`config.mk`:
```
export PLATFORM = sky130hd
export DESIGN_NAME = osmpd_ram
export DESIGN_NICKNAME = d
export VERILOG_FILES = /design/src/sv/osmpd_ram.sv
export SDC_FILE = /design/constraint.sdc
export NUM_CORES = 1
export LEC_CHECK = 0
export BUFFER_PORTS_ARGS = -buffer_cell sky130_fd_sc_hd__buf_2
export CAP_MARGIN = 20
export CORE_MARGIN = 4
export CORE_UTILIZATION = 60
export DETAILED_ROUTE_END_ITERATION = 16
export PLACE_DENSITY_LB_ADDON = 0.1
export SETUP_SLACK_MARGIN = 0.15
export SLEW_MARGIN = 10
export SYNTH_ARGS = -nofsm -noshare
export SYNTH_HDL_FRONTEND = slang
export SYNTH_SLANG_ARGS = --single-unit
```
`constraint.sdc`:
```
create_clock -name i_clk -period 2 [get_ports i_clk]
set_input_delay 0.3 -clock i_clk [delete_from_list [all_inputs] [get_ports i_clk]]
set_output_delay 0.3 -clock i_clk [all_outputs]
set_load 0.01 [all_outputs]
```
`src/sv/osmpd_ram.sv`:
```
// Generic single write port RAM with registered read.
`default_nettype none
module osmpd_ram #(
    parameter int WIDTH = 8,
    parameter int DEPTH = 16
) (
    input  wire logic                     i_clk,
    input  wire logic                     i_we,
    input  wire logic [$clog2(DEPTH)-1:0] i_waddr,
    input  wire logic [WIDTH-1:0]         i_wdata,
    input  wire logic [$clog2(DEPTH)-1:0] i_raddr,
    output logic      [WIDTH-1:0]         o_rdata
);
    logic [WIDTH-1:0] r_mem [DEPTH];

    always_ff @(posedge i_clk) begin
        if (i_we) begin
            r_mem[i_waddr] <= i_wdata;
        end
        o_rdata <= r_mem[i_raddr];
    end
endmodule
`default_nettype wire

```
==> summary by stage <==
Global route
The first global-routing pass estimated 15.0 mm of wire. The overall overflow remaining after global route is 0. Entering global routing, the biggest net connects 33 pins.

The initial antenna violation count is 0. The via count of the first global-routing pass came to around 2600. In the global route stage, overall resource usage came out at 21.3%.

Critical path
For flop-to-flop paths, the worst setup slack is 0.61 ns. The sort of element at the start of the critical path is a flip-flop. The startpoint of the most critical register-to-register path is r_mem[9][4]. The endpoint of the most critical register-to-register path is o_rdata[4]. The highest net fanout along the worst path is 1. The element type at the critical path end is a flip-flop. STA puts the critical path data required time at 2.38 ns. The classification of the worst setup path is reg2reg. For the worst setup path, the data arrival time is 1.77 ns.

The worst reg2reg path depth is 3.

Drt
In the final routed layout, each cell accounts on average for 24.0 um. The per-cell via count in the routed design is 6.15. The via count is 2479. The iteration-0 DRC count of the detailed router is between 150 and 200.

The aggregate routed wire length is around 9.7 mm. The first-pass iteration count of the detailed router is 4. Once detail routing completed, the nets flagged for antenna violations numbered 0. The remaining routing DRC violations is 0.

Yosys
The post-synth net total is 247. The number of distinct library cells after synthesis is 19. The mean post-synth cell area is 22.5 um^2. The proportion of synthesized chip area in sequential cells is 77.8%.

In this run the cell area of the synthesized design comes to 5150 um^2. The register bit total from synthesis is 136. Synthesis produced 229 cells. The Yosys warning count is 0.

Clock tree
In this run, post-CTS repair resized a total of 0 instances. The longest clock path from root to sink contains 2 buffers. The CTS root buffer is sky130_fd_sc_hd__clkbuf_8. The CTS tree is done. In this run the number of H-tree levels came out at 4. Hold repair after CTS inserted 0 buffers. The clock-pin transition on the worst setup and hold timing paths is 0.06 ns.

The buffer count from post-CTS setup fixing is 0. The number of clock buffers inserted by TritonCTS is 17. The worst-skew pair later-pin latency is 0.51 ns. The number of sinks driven by the clock tree is 136.

Floorplan
The floorplan step set the die height to 101 um. The floorplan step defined a die boundary enclosing 10100 um^2. The starting density of the core is 62.0%. The width of the die is about 100 um. The core area is ~8300 um^2. The top-level port count is 26.

The standard-cell row count is 33.

STA
At the pin with the least slew margin, the transition time is 0.698 ns. The count of final hold-check violations was 0. The worst-case clock skew is 0.00487 ns. Measured against its own limit, the worst slew margin works out to between 50% and 60%. Dividing the final minimum period by the clock period gives 69.3%.

The post-route minimum period is about 1.4 ns. The count of final setup violators is 0. Across all hold checks on the routed design, the worst slack comes to 0.169 ns.

The setup TNS is 0 ns. Setup repair after global routing left no endpoint under its margin. The timing-limited maximum frequency is 722 MHz. The final count of pins violating max slew is 0.

The worst path meets setup with 0.615 ns of slack.

Pwr
Of the total power, the clock network draws 47.4%. VDD sags by at most 0.000568 V. The share of total power in combinational logic is approximately 4.6%. The share of total power consumed by net switching is around a fifth. In this run the static leakage power is 2.11 nW. For this design the ratio of total power to cell area is ~1100 nW/um^2. The net load switching power is 1.34 mW. Per report_power, the sequential group accounts for 48.0% of the total. The internal power of the cells totals ~5.3 mW.

Run status
The run finished with clean final reports.

Worst hold path
The origin of the worst min-delay path is i_wdata[3]. The worst hold path belongs to the class in2reg. Counting instances, the worst hold path has a depth of 1. The terminating pin of the worst hold path is r_mem[0][3].

Final layout
The layout net count is 303. The antenna cell count is 0. The share of cells above drive strength 1 is 32.6%. The area growth from synthesis to layout is 19.2%.

Place
The HPWL after detailed placement is just under 6 mm. The weighted congestion reported at the end of routability-driven placement is roughly 0.77. The post-place setup slack is between 0.2 and 0.3 ns. During placement, the flow inserted port buffers numbering 25.

Flow run
The number of max-cap violations is 0.
==> sequential cells by signal, indices dropped and copies added (netlist names) <==
signal   flops
o_rdata      8
r_mem      128
==> routing by layer <==
metal	vias up	global-route usage, %	share of wire, %
met3	10	5.05	5.9
met5	-	0	0
li1	1093	-	-
met2	92	34.5	52
met1	1284	28.4	41
met4	0	8.08	1.2
==> power groups by stage <==
| stage | Combinational [mW] | Clock [mW] | Sequential [mW] |
|---|---|---|---|
| 6_report | 0.307 | 3.17 | 3.20 |
| 2_1_floorplan | 0.162 | 0 | 3.27 |
| 4_1_cts | 0.312 | 3.23 | 3.20 |
| 3_3_place_gp | 0.299 | 0 | 3.26 |
| 5_1_grt | 0.331 | 3.36 | 3.21 |
| 3_5_place_dp | 0.308 | 0 | 3.26 |
==> placed cells by master, fill, tap and decap left out <==
cell type                    Yosys  final
sky130_fd_sc_hd__clkinv_2        0      2
sky130_fd_sc_hd__clkinv_4        0      1
sky130_fd_sc_hd__bufinv_16       0      4
sky130_fd_sc_hd__and2_1          1      1
sky130_fd_sc_hd__nand3_1         1      1
sky130_fd_sc_hd__edfxtp_1      128    128
sky130_fd_sc_hd__clkbuf_16       0     16
sky130_fd_sc_hd__or3b_2          1      1
sky130_fd_sc_hd__mux4_1         14     14
sky130_fd_sc_hd__nand2b_1        2      2
sky130_fd_sc_hd__nor2b_1         1      1
sky130_fd_sc_hd__and2b_1         1      1
sky130_fd_sc_hd__nor3_1          4      4
sky130_fd_sc_hd__inv_6           0      3
sky130_fd_sc_hd__mux4_2         18     18
sky130_fd_sc_hd__nand3b_1        2      2
sky130_fd_sc_hd__clkinv_1        0      1
sky130_fd_sc_hd__a22oi_1        16     16
sky130_fd_sc_hd__buf_4           1     19
sky130_fd_sc_hd__nand2_1         9      9
sky130_fd_sc_hd__buf_2           3     25
sky130_fd_sc_hd__dfxtp_1         8      8
sky130_fd_sc_hd__clkbuf_8        0      1
sky130_fd_sc_hd__buf_12          0      3
sky130_fd_sc_hd__clkinvlp_4      0      4
sky130_fd_sc_hd__nor2_1         13     13
==> worst max path at each step <==
| stage | from | endpoint | slack (ns) | cells after the start |
|---|---|---|---|---|
| 6_report | r_mem[9][4] | o_rdata[4] | 0.61 | 3 |
| 5_1_grt | r_mem[8][4] | o_rdata[4] | 0.56 | 3 |
| 4_1_cts | r_mem[10][4] | o_rdata[4] | 0.62 | 3 |
| 3_5_place_dp | i_raddr[0] | o_rdata[1] | 0.26 | 5 |
| 3_3_place_gp | i_raddr[0] | o_rdata[1] | 0.28 | 5 |
| 2_1_floorplan | i_waddr[2] | r_mem[0][0] | 0.21 | 2 |
==> worst max-delay path, cell delays in order (launching register included) <==
cell	delay, ns
sky130_fd_sc_hd__edfxtp_1	0.34
sky130_fd_sc_hd__mux4_1	0.50
sky130_fd_sc_hd__a22oi_1	0.30
sky130_fd_sc_hd__nand2_1	0.11
==> logic make-up after synthesis <==
kind of cell           Yosys count  synth area share, %
flip-flops                     136                 77.8
AND/OR/NAND/NOR                 35                 3.18
multiplexers                    32                 15.0
AO/OA/AOI/OAI                   16                 2.33
buffers and inverters           10                 1.68
==> synth_stat cells, drive strengths merged <==
cell	n	area, um^2
a22oi	16	120
and2	1	6.26
and2b	1	7.51
buf	7	56.3
clkdlybuf4s25	3	30.0
dfxtp	8	160
edfxtp	128	3840
mux4	32	773
nand2	9	33.8
nand2b	2	12.5
nand3	1	5.00
nand3b	2	15.0
nor2	13	48.8
nor2b	1	6.26
nor3	4	20.0
or3b	1	8.76
==> through the flow <==
stage | instances | cell area [um^2] | util (%) | total power [mW]
CTS | 403 | 6130 | 73.9 | 6.74
floorplan | 229 | 5150 | - | 3.43
global route | 403 | 6130 | 73.9 | 6.90
detailed placement | 371 | 5520 | 66.5 | 3.57
global placement | 371 | 5520 | 66.5 | 3.56
finish | 403 | 6130 | 73.9 | 6.68
==> final cells by class <==
cell class,count,area (um^2)
Tap cell,105,131
Clock inverter,15,199
Clock buffer,17,414
Sequential cell,136,4000
Timing Repair Buffer,47,328
Fill cell,467,2170
Multi-Input combinational cell,83,1060
(Power assumes the default switching activity.)
