===== src/sv/osmpd_pkg.sv =====
// Shared types and constants for the ordered selection max product block.
`default_nettype none
package osmpd_pkg;

    localparam int ELEM_W  = 16;
    localparam int SUM_W   = 38;
    localparam int PROD_W  = 32;
    localparam int POS_W   = 8;
    localparam int SLOT_W  = 6;
    localparam int NCFG_W  = 9;
    localparam int MCFG_W  = 7;

    typedef enum logic [1:0] {
        OP_LOAD_VAL  = 2'd0,
        OP_LOAD_COEF = 2'd1,
        OP_SOLVE     = 2'd2,
        OP_NONE      = 2'd3
    } t_op;

    typedef enum logic {
        CFG_VALUES_USED = 1'b0,
        CFG_COEFS_USED  = 1'b1
    } t_cfg_idx;

    typedef enum logic [3:0] {
        ST_IDLE,
        ST_FEED,
        ST_DRAIN,
        ST_TB_RD,
        ST_TB_CHK,
        ST_FILL,
        ST_EM_RD,
        ST_EM_LD,
        ST_EM_WAIT
    } t_state;

endpackage
`default_nettype wire


===== src/sv/osmpd_ram.sv =====
// Generic single write port RAM with registered read.
`default_nettype none
module osmpd_ram #(
    parameter int WIDTH = 8,
    parameter int DEPTH = 16
) (
    input  wire logic                     i_clk,
    input  wire logic                     i_we,
    input  wire logic [$clog2(DEPTH)-1:0] i_waddr,
    input  wire logic [WIDTH-1:0]         i_wdata,
    input  wire logic [$clog2(DEPTH)-1:0] i_raddr,
    output logic      [WIDTH-1:0]         o_rdata
);
    logic [WIDTH-1:0] r_mem [DEPTH];

    always_ff @(posedge i_clk) begin
        if (i_we) begin
            r_mem[i_waddr] <= i_wdata;
        end
        o_rdata <= r_mem[i_raddr];
    end
endmodule
`default_nettype wire


===== src/sv/osmpd_cell.sv =====
// One coefficient row of the grid: multiply-add-compare, take-bit memory.
`default_nettype none
module osmpd_cell
    import osmpd_pkg::*;
#(
    parameter int MAX_VALUES = 256,
    parameter int K          = 0,
    parameter int VW         = 8,
    parameter int NW         = 9
) (
    input  wire logic                     i_clk,
    input  wire logic                     i_rst_n,
    input  wire logic                     i_coef_we,
    input  wire logic [POS_W-1:0]         i_coef_pos,
    input  wire logic signed [ELEM_W-1:0] i_coef,
    input  wire logic [NW-1:0]            i_span,
    input  wire logic                     i_valid,
    input  wire logic [VW-1:0]            i_idx,
    input  wire logic signed [ELEM_W-1:0] i_val,
    input  wire logic signed [SUM_W-1:0]  i_diag,
    output logic                          o_valid,
    output logic      [VW-1:0]            o_idx,
    output logic signed [ELEM_W-1:0]      o_val,
    output logic signed [SUM_W-1:0]       o_diag,
    output logic signed [SUM_W-1:0]       o_score,
    input  wire logic [VW-1:0]            i_tb_addr,
    output logic                          o_take
);
    logic signed [ELEM_W-1:0] r_coef;
    logic                     r_valid;
    logic [VW-1:0]            r_idx;
    logic signed [ELEM_W-1:0] r_val;
    logic signed [SUM_W-1:0]  r_prev;
    logic signed [SUM_W-1:0]  r_score;

    logic signed [PROD_W-1:0] w_prod;
    logic signed [SUM_W-1:0]  w_cand;
    logic                     w_active;
    logic                     w_take;

    // row K covers value indexes K .. K + (n - m)
    assign w_active = i_valid && (32'(i_idx) >= K) && ((32'(i_idx) - K) <= 32'(i_span));
    assign w_prod   = r_coef * i_val;
    assign w_cand   = SUM_W'(w_prod) + i_diag;
    assign w_take   = (32'(i_idx) == K) || (w_cand > r_score);

    always_ff @(posedge i_clk) begin
        if (i_coef_we && (32'(i_coef_pos) == K)) begin
            r_coef <= i_coef;
        end
        if (!i_rst_n) begin
            r_valid <= 1'b0;
        end else begin
            r_valid <= i_valid;
        end
        r_idx <= i_idx;
        r_val <= i_val;
        if (i_valid) begin
            r_prev <= r_score;
        end
        if (w_active && w_take) begin
            r_score <= w_cand;
        end
    end

    osmpd_ram #(.WIDTH(1), .DEPTH(MAX_VALUES)) u_take (
        .i_clk   (i_clk),
        .i_we    (w_active),
        .i_waddr (i_idx),
        .i_wdata (w_take),
        .i_raddr (i_tb_addr),
        .o_rdata (o_take)
    );

    assign o_valid = r_valid;
    assign o_idx   = r_idx;
    assign o_val   = r_val;
    assign o_diag  = r_prev;
    assign o_score = r_score;
endmodule
`default_nettype wire

===== config.mk =====
export PLATFORM = sky130hd
export DESIGN_NAME = osmpd_cell
export DESIGN_NICKNAME = d
export VERILOG_FILES = /design/src/sv/osmpd_pkg.sv /design/src/sv/osmpd_ram.sv /design/src/sv/osmpd_cell.sv
export SDC_FILE = /design/constraint.sdc
export NUM_CORES = 1
export LEC_CHECK = 0
export BUFFER_PORTS_ARGS = -buffer_cell sky130_fd_sc_hd__buf_2
export CORE_ASPECT_RATIO = 0.6
export CORE_MARGIN = 3
export CORE_UTILIZATION = 40
export DETAILED_ROUTE_END_ITERATION = 16
export PLACE_DENSITY = 0.61
export SYNTH_ARGS = -nofsm -noshare
export SYNTH_HDL_FRONTEND = slang
export SYNTH_SLANG_ARGS = --single-unit

===== constraint.sdc =====
create_clock -name i_clk -period 14.6 [get_ports i_clk]
set_input_delay 2.19 -clock i_clk [delete_from_list [all_inputs] [get_ports i_clk]]
set_output_delay 2.19 -clock i_clk [all_outputs]
set_load 0.05 [all_outputs]

==> impl_metrics.toml <==
[outcome]
status = "completed"

[timing]
grt_setup_unrepaired = "no"
slew_viol_final = 0
finalCriticalPeriod_ns = 11.76
tns_ns = 0
whs_ns = 0.502
fmaxAchievable_mhz = 85.0
tightest_slew_ns = 1.27
setup_violations = 0
final.setup.worst_slack_ns = 2.84
finalHoldViolCount = 0
fin_worst_skew_ns = 0.0258
slew_headroom_pct = 15.3
final_period_utilization_pct = 80.6

[synth]
postSynthRegisterBits = 374
yosysUniqueCellTypes = 52
syn-mean-instance-area_um2 = 12.1
syn-num-nets = 2865
synth-edff-count = 348
post_synth_inst_count = 2279
synthArstFlopShare_pct = 0
synth_area_um2 = 27500
yosysWarningCount = 0
synth_ff_type = "sky130_fd_sc_hd__edfxtp_1"
portion_of_the_post_synthesis_area_used_by_sequential_elements_pct = 39.9

[clock_tree]
clk_sinks = 374
hold_buffers = 0
clock_path_buffers = 3
quantity_of_gates_resized_following_cts = 0
cts_max_level = 2
post-cts-setup-buffer-count = 0
tritoncts.num_buffers = 39
cts_root_buf = "sky130_fd_sc_hd__clkbuf_16"
worst_skew_pair.late_latency_ns = 0.56
clkTransAtPathRegs_ns = 0.06
tritoncts = "yes"

[critical_path]
worst_ep_arrival_time_ns = 11.97
critical_path.most_common_cell = "sky130_fd_sc_hd__fa_1"
path_max_fanout = 115
worst_ep_required_time_ns = 14.81
regToRegEndpoint = "u_take.r_mem[40]$_DFFE_PP_"
critical_path.endpoint_type = "register"
worst-r2r-setup-slack_ns = 3.85
crit_slowest_cell = "sky130_fd_sc_hd__buf_4"
r2r.worst_path.cells = 29
worstSetupPathType = "in2reg"
critical_path.max_stage_delay_ns = 0.82
timing.rr.start = "r_coef[11]$_DFFE_PP_"
start_kind = "input port"

[floorplan]
floorplan.die.height_um = 209
fp.dieW_um = 344
floorplan.initialDensity_pct = 41.0
fp.dieArea_um2 = 71900
rows = 73
ios = 209
core_region_area_um2 = 67000

[detailed_routing]
firstDrtPassIters = 6
wl_per_cell_um = 21.1
detailroute.via_count = 17700
route.detailed.drc = 0
drtAntennaViolNets = 0
wl_met3_um = 5960
route.layer.met1.wl_um = 35000
route.top_layer_used = "met5"
detailedRoute.firstIterationViolations = 1787
met2WireLength_um = 29200
routed_wl_um = 71200
routed_via_density = 5.23

[grt]
globalRouteTotalUtil_pct = 20.4
grt_first_pass_wirelength_um = 111000
gr-total-overflow = 0
grt_antenna_before_repair = 2
first_global_vias = 18600
maximum_number_of_pins_on_one_net_before_global_route_repair = 116

[worst_hold_path]
min_path_cells = 0
hold-path-endpoint = "o_diag[8]$_DFFE_PP_"
hp-start = "o_score[8]$_DFFE_PP_"
hold_path_class = "reg2reg"

[placed_design]
gp_routability_congestion = 0.873
dp_hpwl_um = 54100
io_buffers = 208
preCtsSetupSlack_ns = 2.51

[layout]
area.growth.synth_to_final_pct = 11.5
fin_nets = 3035
final_layout_size_suffix_gt1_share_pct = 14.8

[job]
max_cap_violations = 0
layout make-up:
cell class	instances	area (µm²)
diodes	1	2.50
inverters	401	1510
repair buffers	218	1120
well taps	900	1130
multi-input cells	1415	14600
clock inverters	21	175
fillers	6162	36400
flip-flops and latches	374	11000
clock buffers	50	1080
synthesized netlist by cell type, types with 3 or more instances:
library cell	number	area, µm²
sky130_fd_sc_hd__inv_1	401	1510
sky130_fd_sc_hd__edfxtp_1	348	10500
sky130_fd_sc_hd__fa_1	322	6450
sky130_fd_sc_hd__nor2_1	304	1140
sky130_fd_sc_hd__ha_1	157	1960
sky130_fd_sc_hd__nand2_1	157	589
sky130_fd_sc_hd__and2_1	127	795
sky130_fd_sc_hd__mux4_2	85	1910
sky130_fd_sc_hd__clkbuf_1	76	285
sky130_fd_sc_hd__a21oi_1	32	160
sky130_fd_sc_hd__xnor2_1	27	236
sky130_fd_sc_hd__dfxtp_1	26	521
sky130_fd_sc_hd__a21o_1	24	180
sky130_fd_sc_hd__o21ai_0	20	100
sky130_fd_sc_hd__nand3_1	18	90.1
sky130_fd_sc_hd__nor2b_1	17	106
sky130_fd_sc_hd__nand4_1	16	100
sky130_fd_sc_hd__nor3_1	10	50.1
sky130_fd_sc_hd__nand2b_1	9	56.3
sky130_fd_sc_hd__xor2_1	8	70.1
sky130_fd_sc_hd__buf_4	7	52.6
sky130_fd_sc_hd__o21a_1	7	52.6
sky130_fd_sc_hd__buf_1	6	22.5
sky130_fd_sc_hd__o21bai_1	6	45.0
sky130_fd_sc_hd__nor4_1	5	31.3
sky130_fd_sc_hd__o211ai_1	5	37.5
sky130_fd_sc_hd__o31ai_1	5	37.5
sky130_fd_sc_hd__or3_1	5	31.3
sky130_fd_sc_hd__a211oi_1	4	30.0
sky130_fd_sc_hd__a221oi_1	4	35.0
sky130_fd_sc_hd__a31oi_1	4	25.0
sky130_fd_sc_hd__nand4b_1	4	35.0
sky130_fd_sc_hd__a21boi_0	3	22.5
sky130_fd_sc_hd__a31o_2	3	26.3
sky130_fd_sc_hd__and3_1	3	18.8
sky130_fd_sc_hd__and4_1	3	26.3
cell families (layout without fill, tap and decap cells):
family / Yosys count / after routing / synth area share (%)
AO/OA/AOI/OAI: 132 / 132 / 3.20
XOR/XNOR: 35 / 35 / 1.12
adder cells (fa/ha/maj): 479 / 479 / 30.6
buffers and inverters: 490 / 690 / 6.79
flip-flops: 374 / 374 / 39.9
multiplexers: 86 / 86 / 7.01
other: 0 / 1 / 0
AND/OR/NAND/NOR: 683 / 683 / 11.3
worst max-delay path: cells and delay by family:
family / cells / cell delay (ns)
and+or+nand+nor: 5 / 1.16
xor gates and xnor gates: 1 / 0.16
adders and majority gates: 8 / 3.71
buffers and inverters: 6 / 1.48
AOI/OAI and AO/OA: 10 / 3.14
layout by cell type, fill, tap and decap left out, types with 5 or more instances in the layout:
master and count:
sky130_fd_sc_hd__clkinv_1 6, sky130_fd_sc_hd__nor3_1 10, sky130_fd_sc_hd__fa_1 322, sky130_fd_sc_hd__nand3_1 18, sky130_fd_sc_hd__clkinv_2 8, sky130_fd_sc_hd__inv_1 401, sky130_fd_sc_hd__nand2b_1 9, sky130_fd_sc_hd__clkbuf_16 40
sky130_fd_sc_hd__o31ai_1 5, sky130_fd_sc_hd__or3_1 5, sky130_fd_sc_hd__a21o_1 24, sky130_fd_sc_hd__nand2_1 157, sky130_fd_sc_hd__xor2_1 8, sky130_fd_sc_hd__clkbuf_1 6, sky130_fd_sc_hd__buf_4 11, sky130_fd_sc_hd__nand4_1 16
sky130_fd_sc_hd__mux4_2 85, sky130_fd_sc_hd__o211ai_1 5, sky130_fd_sc_hd__o21bai_1 6, sky130_fd_sc_hd__buf_2 207, sky130_fd_sc_hd__edfxtp_1 348, sky130_fd_sc_hd__o21a_1 7, sky130_fd_sc_hd__nor2b_1 17, sky130_fd_sc_hd__dfxtp_1 26
sky130_fd_sc_hd__and2_1 127, sky130_fd_sc_hd__o21ai_0 20, sky130_fd_sc_hd__a21oi_1 32, sky130_fd_sc_hd__xnor2_1 27, sky130_fd_sc_hd__nor2_1 304, sky130_fd_sc_hd__ha_1 157
per-layer routing:
metal / vias up / GRT usage (%)
met5: - / 0
met3: 89 / 4.03
met1: 9108 / 32.9
met4: 2 / 3.56
met2: 661 / 28.5
li1: 7814 / -
per-stage QoR:
| stage | std cells | instance area [µm²] | utilization (%) |
|---|---|---|---|
| after floorplan | 2279 | 27500 | - |
| after global placement | 3308 | 29400 | 43.8 |
| after detailed placement | 3308 | 29400 | 43.8 |
| after CTS | 3379 | 30600 | 45.7 |
| after global routing | 3379 | 30600 | 45.7 |
| final | 3380 | 30600 | 45.7 |
registers in the layout, indices dropped and copies added, names as in the netlist:
signal          cells
u_take.r_mem      256
o_valid             1
o_val              16
o_idx               8
o_score            38
o_diag             38
r_coef             16
u_take.o_rdata      1
how the worst max path moves through the flow:
stage | to | slack [ns] | startpoint
finish | u_take.r_mem[40]$_DFFE_PP_ | 2.84 | i_val[1]
global route | u_take.r_mem[68]$_DFFE_PP_ | 2.20 | i_val[1]
CTS | u_take.r_mem[93]$_DFFE_PP_ | 3.10 | i_val[1]
detailed placement | u_take.r_mem[140]$_DFFE_PP_ | 2.51 | i_val[1]
global placement | u_take.r_mem[140]$_DFFE_PP_ | 2.57 | i_val[4]
floorplan | u_take.r_mem[0]$_DFFE_PP_ | 1.27 | i_val[1]
Power is left out: the tool's default activity adds up to more than one toggle a clock period on the data nets, which glitch-free logic cannot reach.
